### src/rtl/rkse_ram.sv
// generic ram, one write port, two registered read ports
`timescale 1ns / 1ps

module rkse_ram #(
    parameter int WIDTH = 8,
    parameter int DEPTH = 16
) (
    input  logic                     clk,
    input  logic                     we,
    input  logic [$clog2(DEPTH)-1:0] waddr,
    input  logic [WIDTH-1:0]         wdata,
    input  logic [$clog2(DEPTH)-1:0] raddr_a,
    output logic [WIDTH-1:0]         rdata_a,
    input  logic [$clog2(DEPTH)-1:0] raddr_b,
    output logic [WIDTH-1:0]         rdata_b
);

    logic [WIDTH-1:0] mem [DEPTH];

    always_ff @(posedge clk)
    begin
        if (we)
        begin
            mem[waddr] <= wdata;
        end
        rdata_a <= mem[raddr_a];
        rdata_b <= mem[raddr_b];
    end

endmodule

### config.mk
export PLATFORM = sky130hd
export DESIGN_NAME = rkse_ram
export DESIGN_NICKNAME = d
export VERILOG_FILES = /design/src/rtl/rkse_ram.sv
export SDC_FILE = /design/constraint.sdc
export NUM_CORES = 1
export LEC_CHECK = 0
export BUFFER_PORTS_ARGS = -buffer_cell sky130_fd_sc_hd__buf_4
export CAP_MARGIN = 25
export CORE_ASPECT_RATIO = 1.5
export CORE_MARGIN = 3
export CORE_UTILIZATION = 40
export CTS_CLUSTER_SIZE = 24
export DETAILED_ROUTE_END_ITERATION = 7
export SLEW_MARGIN = 0
export SYNTH_ARGS = -nofsm -noshare
export SYNTH_HDL_FRONTEND = slang
export SYNTH_SLANG_ARGS = --single-unit
### constraint.sdc
create_clock -name clk -period 1.7 [get_ports clk]
set_input_delay 0.255 -clock clk [delete_from_list [all_inputs] [get_ports clk]]
set_output_delay 0.255 -clock clk [all_outputs]
set_load 0.01 [all_outputs]
## After elaboration in Yosys (flattened, before gate mapping)

Memories as Yosys holds them, arrays and structs flattened. A register that Yosys moved wholly into a read port is not among the register bits.
Index checks and enable logic that the tools add are counted.

- Register bits after elaboration: 0
- RAM bits: 128
- Output and inout bits: 16
- Word-level logic and storage cells: 3
- Memories kept: 1

Memories:

| memory | words | bits a word | read ports | clocked after memory_dff | write ports | RTL line | RTL |
|---|---|---|---|---|---|---|---|
| mem | 16 | 8 | 2 | 2 | 1 | 18 | `logic [WIDTH-1:0] mem [DEPTH];` |

- Muxes and demuxes: 2

Operators by type and width:

| operator | number |
|---|---|
| 1-bit two-way mux | 2 |

## Depth between registers and ports, before layout

Gate-level depths: netlist of the first run.

- Depth after elaboration: 2
- Depth in mapped cells: 5

## Least setup slack after synthesis of the first run

OpenSTA, ideal clock, no wires.

- Path type: input to register
- From: input port waddr[2]
- To: memory mem[0][0], enable pin
- Data arrival time: 1.365 ns
- Required time: 1.317 ns
- Path slack: -0.048 ns
- Cell stages on the path: 2
- Path buffers: 0
- Path through: or3b_2 -> nor3_1

RTL lines:

| item | RTL line | RTL |
|---|---|---|
| start, declared | 10 | `input logic [$clog2(DEPTH)-1:0] waddr,` |
| end, declared | 18 |  |

No word-level cell before the write port.

==> results.yml, run 1 <==
power:
  p_leak_uw: 0.00265
  power_density_nw_per_um2: 1120
  ir_worst_vdd_uv: 604
clock_tree:
  clock_sinks: 144
  cts_tree: "done"
  clock_path_buffers: 2
  clk_latency_ps: 410
  postCtsSetupRepairBufs: 0
  clkTransAtPathRegs_ps: 60
  clk_root_buffer_cell: "clkbuf_16"
  hold_buffers: 0
  htreeDepth: 4
  post_cts_resized: 0
  cts_made_buffers: 17
critical_path:
  worst_setup_path_start_kind: "flip-flop"
  critPathMaxStageDelay_ps: 600
  cp_max_fo: 2
  crit_required_ps: 1990
  worstPathCellList: "mux4_4, a22oi_1, nand2_1"
  critPathBufInv: 0
  cp.arrival_ps: 1790
  rrSetupSlack_ps: 200
  cp_slowest_cell: "mux4_4"
  cp-end-kind: "flip-flop"
  path_class: "flip-flop to flip-flop"
  cp_top_family: "multiplexers"
layout:
  final_layout_size_suffix_gt1_share_pct: 34.3
  antennaDiodeCount: 0
  areaGrowthSynthToFinish_pct: 19.8
  fin_cells: 581
  nets: 391
routing:
  drcViolationCount: 0
  drt_iter0_drc: 327
  routed_wl_um: 14300
  antenna_left: 0
  firstDrtPassIters: 5
  wl_per_cell_um: 24.6
  num_vias: 3390
  viasPerCell: 5.83
sta:
  rsz0062_at_grt: "no"
  tightestPinTransition_ps: 884
  final-hold-violation-count: 0
  worst_hold_slack_ps: 149
  min_period_over_period_pct: 88.2
  max_freq_ghz: 0.667
  maxSlewViolCount: 0
  finalWorstSetupSlack_ps: 201
  setup_viol: 0
  maxSlewHeadroom_pct: 40.9
  fin_skew_ps: 7.19
  fin_crit_ps: 1500
floorplanning:
  coreArea_um2: 15300
  dieWidth_um: 109
  die_h_um: 160
  fp-row-count: 55
  io_pins: 38
  initial_core_util_pct: 41.4
  dieArea_um2: 17400
logic_synthesis:
  ys_seq_area_share_pct: 65.6
  ys_warn_count: 0
  synthTopCellsByArea: "edfxtp_1, mux4_2, mux4_1"
  syn-num-nets: 329
  synth.top_cell.area_share_pct: 60.6
  synth_top_area_cell: "edfxtp_1"
  synth_cell_types: 20
  syn_avg_cell_area_um2: 20.7
  syn_area_um2: 6350
  ys_ff_latch: 144
  syn_inst: 307
placement:
  io_buffers: 37
  globalplace.congestion: 0.807
  dp_slack_ps: -37.1
  dp_cells: 549
  hpwl_um: 9900
outcome:
  status: "finished clean"
grt:
  grt_pass1_wl_um: 22200
  grtUsageTotal_pct: 17.7
  grt.overflow.total: 0
  grt_pass1_vias: 3579
  grt_antenna_before_repair: 0
  grt_max_degree: 20
worst_hold_path:
  hp-class: "primary input to flip-flop"
run:
  drv_cap: 0
state kept, by name (all words and copies together), names as in the netlist:
signal	cells
mem	128
rdata_a	8
rdata_b	8
worst reg2reg max path, cell delays in order (launching register included):
cell and delay (ps):
edfxtp_1 390, mux4_4 600, a22oi_1 310, nand2_1 80
cells in the mapped netlist:
library cell	count
mux4_4	2
buf_2	6
dfxtp_1	16
mux4_1	28
buf_4	2
nor2_1	14
nand2_1	17
nand2b_1	2
and2_1	2
nor2b_1	2
a22oi_1	32
clkdlybuf4s25_2	6
mux4_2	34
nand3_1	1
buf_6	6
nor3_1	4
and2b_1	2
or3b_2	1
nand3b_1	2
edfxtp_1	128
stage by stage:
| stage | total power (uW) | TNS (ps) | area (um^2) | util [%] |
|---|---|---|---|---|
| global route | 8840 | 0 | 7600 | 49.6 |
| floorplan | 4440 | 0 | 6350 | - |
| global placement | 4730 | -25.5 | 6990 | 45.5 |
| CTS | 8610 | 0 | 7600 | 49.6 |
| detailed placement | 4740 | -37.1 | 6990 | 45.5 |
| finish | 8540 | 0 | 7600 | 49.6 |
final cells by class:
class / count / area [um^2]
fill: 1228 / 7740
multi-input combinational: 143 / 2010
timing repair buffer: 63 / 561
sequential: 144 / 4160
clock inverter: 14 / 188
clock buffer: 18 / 429
tap: 199 / 249
worst paths after layout:
kind                            startpoint         end  depth (start not counted)
worst max-delay path             mem[3][0]  rdata_a[0]                          3
worst min-delay path              wdata[1]  mem[10][1]                          1
worst max register to register   mem[3][0]  rdata_a[0]                          3
worst min register to register  mem[15][5]  rdata_a[5]                          3
metal layers:
layer | wire length (um) | GRT usage [%] | vias up
li1 | - | - | 1468
met1 | 5500 | 22.6 | 1774
met2 | 7780 | 30.3 | 130
met3 | 788 | 3.32 | 18
met4 | 214 | 5.57 | 0
met5 | 0 | 0 | -
cells in the final DEF, fill, tap and decap left out:
master / synthesis / final
clkinv_2: 0 / 4
or3b_2: 1 / 1
edfxtp_1: 128 / 128
buf_4: 2 / 56
nand3b_1: 2 / 2
and2b_1: 2 / 2
clkinv_4: 0 / 2
dfxtp_1: 16 / 16
bufinv_16: 0 / 4
clkbuf_1: 0 / 1
inv_6: 0 / 3
nor3_2: 0 / 1
mux4_4: 2 / 2
mux4_1: 28 / 28
nand3_1: 1 / 1
and2_1: 2 / 2
clkinv_1: 0 / 1
a22oi_1: 32 / 32
nor2_1: 14 / 14
nor3_1: 4 / 3
mux4_2: 34 / 34
nand2_1: 17 / 17
buf_12: 0 / 7
nand2b_1: 2 / 2
clkbuf_16: 0 / 17
nor2b_1: 2 / 2
cell families (layout without fill, tap and decap cells):
group                  after synthesis  count (layout)  share of synthesized area, %
buffers and inverters               20              95                          2.72
AOI/OAI and AO/OA                   32              32                          3.79
and+or+nand+nor                     47              47                          3.43
DFF                                144             144                          65.6
muxes                               64              64                          24.4
where the power goes:
group          switching, uW  total [uW]  internal [uW]
combinational            327         659            332
clock                   1420        3880           2460
sequential              40.3        4000           3960
total                   1790        8540           6750
(Power assumes the default switching activity.)
==> inputs of run 2 (changes only) <==
GPL_TIMING_DRIVEN = 0   (was default)
==> results.yml, run 2 (synthesis gave the netlist of run 1 again) <==
sta:
  maxSlewHeadroom_pct: 31.1
  rsz0062_at_grt: "no"
  max_freq_ghz: 0.609
  maxSlewViolCount: 0
  tightestPinTransition_ps: 1030
  setup_viol: 0
  min_period_over_period_pct: 96.7
  fin_skew_ps: 7.59
  fin_crit_ps: 1640
  final-hold-violation-count: 0
layout:
  mostFrequentLayoutCells: "edfxtp_1, buf_4, mux4_2"
  reg_top3: "mem x128, rdata_a x8, rdata_b x8"
  antennaDiodeCount: 0
  fin_cells: 573
  areaGrowthSynthToFinish_pct: 17.1
  nets: 383
  largest_reg_flops: 128
  regMostFlops: "mem"
  final_layout_size_suffix_gt1_share_pct: 32.9
  final_common_cell: "edfxtp_1"
critical_path:
  rrSetupSlack_ps: 170
  cp-end-kind: "flip-flop"
  worst_setup_path_start_kind: "primary input"
  cp_max_fo: 8
  worstRegToRegCells: 3
  path_class: "primary input to flip-flop"
  crit_required_ps: 1740
  reg2reg_to: "rdata_a[0]"
  cp.arrival_ps: 1680
  rr_startpoint: "mem[3][0]"
  crit_start: "waddr[2]"
clock_tree:
  hold_buffers: 0
  clk_root_buffer_cell: "clkbuf_16"
  cts_tree: "done"
  htreeDepth: 4
  clkTransAtPathRegs_ps: 60
  cts_made_buffers: 17
  post_cts_resized: 0
  postCtsSetupRepairBufs: 0
  clock_sinks: 144
  clock_path_buffers: 2
  clk_latency_ps: 420
power:
  p_leak_uw: 0.00253
  power_density_nw_per_um2: 1100
  switching_share_pct: 21.4
  clockPowerShare_pct: 42.9
  p_int_uw: 6410
  p_seq_share_pct: 49.0
  combinationalPowerShare_pct: 8.1
  p_total_uw: 8150
  switchingPower_uw: 1750
  ir_worst_vdd_uv: 622
grt:
  grt_antenna_before_repair: 0
  grt_pass1_vias: 3530
  grt_max_degree: 17
  grt.overflow.total: 0
  grtUsageTotal_pct: 17.9
  grt_pass1_wl_um: 21800
routing:
  routed_wl_um: 14700
  wl_per_cell_um: 25.7
  num_vias: 3327
  antenna_left: 0
  drcViolationCount: 0
  firstDrtPassIters: 5
  drt_iter0_drc: 249
  viasPerCell: 5.81
run:
  drv_cap: 0
placement:
  io_buffers: 35
  hpwl_um: 9910
  globalplace.congestion: 0.789
  dp_cells: 541
worst_hold_path:
  min_to: "mem[4][6]"
  hp-class: "primary input to flip-flop"
  min_path_cells: 1
  hp-start: "wdata[6]"
floorplanning:
  io_pins: 38
  dieArea_um2: 17400
  dieWidth_um: 109
  fp-row-count: 55
  initial_core_util_pct: 41.4
  coreArea_um2: 15300
  die_h_um: 160
outcome:
  status: "finished clean"
[run 2: layer usage]
metal | share of wire (%) | global-route usage, % | wire, um
met1 | 40 | 22.5 | 5810
met2 | 54 | 30.6 | 8000
met3 | 4.3 | 3.15 | 629
met4 | 1.8 | 7.01 | 264
met5 | 0 | 0 | 0
[run 2: worst max path at each step]
| stage | endpoint | slack (ps) | cells past startpoint |
|---|---|---|---|
| global placement | mem[8][3] | -540 | 3 |
| floorplan | mem[3][0] | 180 | 2 |
| finish | mem[3][2] | 60 | 3 |
| CTS | mem[3][2] | 30 | 3 |
| detailed placement | mem[3][2] | -410 | 3 |
| global route | mem[3][2] | 30 | 3 |
[run 2: power by group through the flow]
stage	Sequential [uW]	Combinational, uW	Clock [uW]
2_1_floorplan	4090	358	0
3_3_place_gp	4060	656	0
3_5_place_dp	4070	668	0
4_1_cts	4000	669	3550
5_1_grt	4000	705	3710
6_report	4000	662	3500
[run 2: critical path, stage by stage]
cell and delay, ps:
buf_4 120, or3b_2 520, nor2_1 780
[run 2: final cells by class]
class | instances | area (um^2)
multi-input cells | 143 | 2030
well taps | 199 | 249
flip-flops and latches | 144 | 4160
fillers | 1231 | 7910
repair buffers | 35 | 263
clock inverters | 13 | 121
clock buffers | 19 | 433
plain buffers | 20 | 173
[run 2: per-stage QoR]
step / cell area [um^2] / utilization (%) / hold WS, ps / TNS, ps / setup slack [ps]
global placement: 6860 / 44.7 / 547 / -26780 / -537
CTS: 7430 / 48.4 / 137 / 0 / 31.5
finish: 7430 / 48.4 / 138 / 0 / 56.9
global route: 7430 / 48.4 / 153 / 0 / 26.9
floorplan: 6350 / - / 354 / 0 / 179
detailed placement: 6880 / 44.8 / 568 / -17970 / -406
==> inputs of run 3 (changes only) <==
SETUP_SLACK_MARGIN = 0.2   (was default)
==> results.yml, run 3 (synthesis gave the netlist of run 1 again) <==
outcome:
  status: "finished clean"
sta:
  fin_crit_ps: 1600
  fin_skew_ps: 6.29
  setup_viol: 0
  min_period_over_period_pct: 94.0
  maxSlewViolCount: 0
  maxSlewHeadroom_pct: 32.0
  tightestPinTransition_ps: 1020
  final-hold-violation-count: 0
  setup-tns-final_ps: 0
  rsz0062_at_grt: "yes"
  max_freq_ghz: 0.626
layout:
  fin_area_um2: 7450
  nFillCells: 1228
  final_layout_size_suffix_gt1_share_pct: 34.0
  fin_cells: 573
  regMostFlops: "mem"
  antennaDiodeCount: 0
  nets: 383
  final_common_cell: "edfxtp_1"
  reg_top3: "mem x128, rdata_a x8, rdata_b x8"
  largest_reg_flops: 128
  mostFrequentLayoutCells: "edfxtp_1, buf_4, mux4_2"
  areaGrowthSynthToFinish_pct: 17.4
critical_path:
  cp_max_fo: 8
  cp_slowest_cell: "nor3_2"
  cp.arrival_ps: 1640
  crit_required_ps: 1740
  cp-end-kind: "flip-flop"
  worst_setup_path_start_kind: "primary input"
  path_class: "primary input to flip-flop"
  critPathMaxStageDelay_ps: 720
  worstPathCellList: "buf_4, or3b_2, nor3_2"
floorplanning:
  die_h_um: 160
  fp-row-count: 55
  dieArea_um2: 17400
  initial_core_util_pct: 41.4
  dieWidth_um: 109
  io_pins: 38
  coreArea_um2: 15300
power:
  p_int_uw: 6410
  combinationalPowerShare_pct: 8.1
  clockPowerShare_pct: 42.9
  switching_share_pct: 21.5
  ir_worst_vdd_uv: 617
  p_total_uw: 8160
  switchingPower_uw: 1750
  p_leak_uw: 0.00253
  power_density_nw_per_um2: 1100
  p_seq_share_pct: 49.0
grt:
  grt_max_degree: 17
  grt_pass1_wl_um: 21800
  grt.overflow.total: 0
  grt_antenna_before_repair: 0
  grtUsageTotal_pct: 17.9
  grt_pass1_vias: 3531
clock_tree:
  clock_path_buffers: 2
  clk_latency_ps: 420
  hold_buffers: 0
  clk_root_buffer_cell: "clkbuf_16"
  clock_sinks: 144
  postCtsSetupRepairBufs: 0
  cts_tree: "done"
  htreeDepth: 4
  cts_made_buffers: 17
  clkTransAtPathRegs_ps: 60
worst_hold_path:
  hp-class: "primary input to flip-flop"
placement:
  hpwl_um: 9910
  io_buffers: 35
  globalplace.congestion: 0.789
  dp_cells: 541
  place_area_um2: 6880
routing:
  drcViolationCount: 0
  routed_wl_um: 14700
  firstDrtPassIters: 4
  viasPerCell: 5.73
  drt_iter0_drc: 258
  antenna_left: 0
  wl_per_cell_um: 25.6
  num_vias: 3286
run:
  drv_cap: 0
==> run 3: cell counts in the layout (fill, tap and decap cells not counted) <==
Identical to the previous run, type by type.
==> run 3: critical path, delay by kind of cell <==
kind                   cells  cell delay, ps
AND/OR/NAND/NOR            2            1250
buffers and inverters      1             120
==> run 3: area by class of cell <==
type                       count  area [um^2]  share of cell area [%]
buffer                        20          173                    2.32
tap                          199          249                    3.34
timing repair buffer          35          263                    3.53
multi-input combinational    143         2040                    27.5
sequential                   144         4160                    55.9
clock buffer                  19          433                    5.81
clock inverter                13          121                    1.63
==> run 3: path summary, 6_finish.rpt <==
path / startpoint / endpoint / slack [ps] / cells past startpoint
min reg2reg: mem[15][0] / rdata_a[0] / 700 / 3
max reg2reg: mem[2][0] / rdata_a[0] / 230 / 3
min: wdata[6] / mem[4][6] / 150 / 1
max: waddr[2] / mem[0][2] / 100 / 3
==> run 3: stage by stage <==
step | util [%] | setup WS, ps | hold slack [ps]
after floorplan | - | 179 | 354
after CTS | 48.5 | 66.9 | 137
final | 48.5 | 102 | 145
after detailed placement | 44.8 | -406 | 568
after global placement | 44.7 | -537 | 547
after global routing | 48.5 | 42.3 | 153
==> run 3: routing by layer <==
metal  share of wire [%]  global-route usage [%]  vias up
met2                  55                    30.6      110
met1                  38                    22.5     1710
met3                 5.6                    3.15       13
li1                    -                       -     1453
met5                   0                       0        -
met4                 1.5                    7.01        0
==> run 3: repair_timing <==
action | CTS | global route
resized for setup | 2 | 2
pin swaps | 0 | 1
endpoints found under the setup margin | 32 | 18
==> run 3: power groups by stage <==
stage / clock (uW) / combinational, uW / sequential (uW)
2_1_floorplan: 0 / 358 / 4090
3_3_place_gp: 0 / 656 / 4060
3_5_place_dp: 0 / 668 / 4070
4_1_cts: 3550 / 670 / 4000
5_1_grt: 3710 / 710 / 4000
6_report: 3500 / 664 / 4000
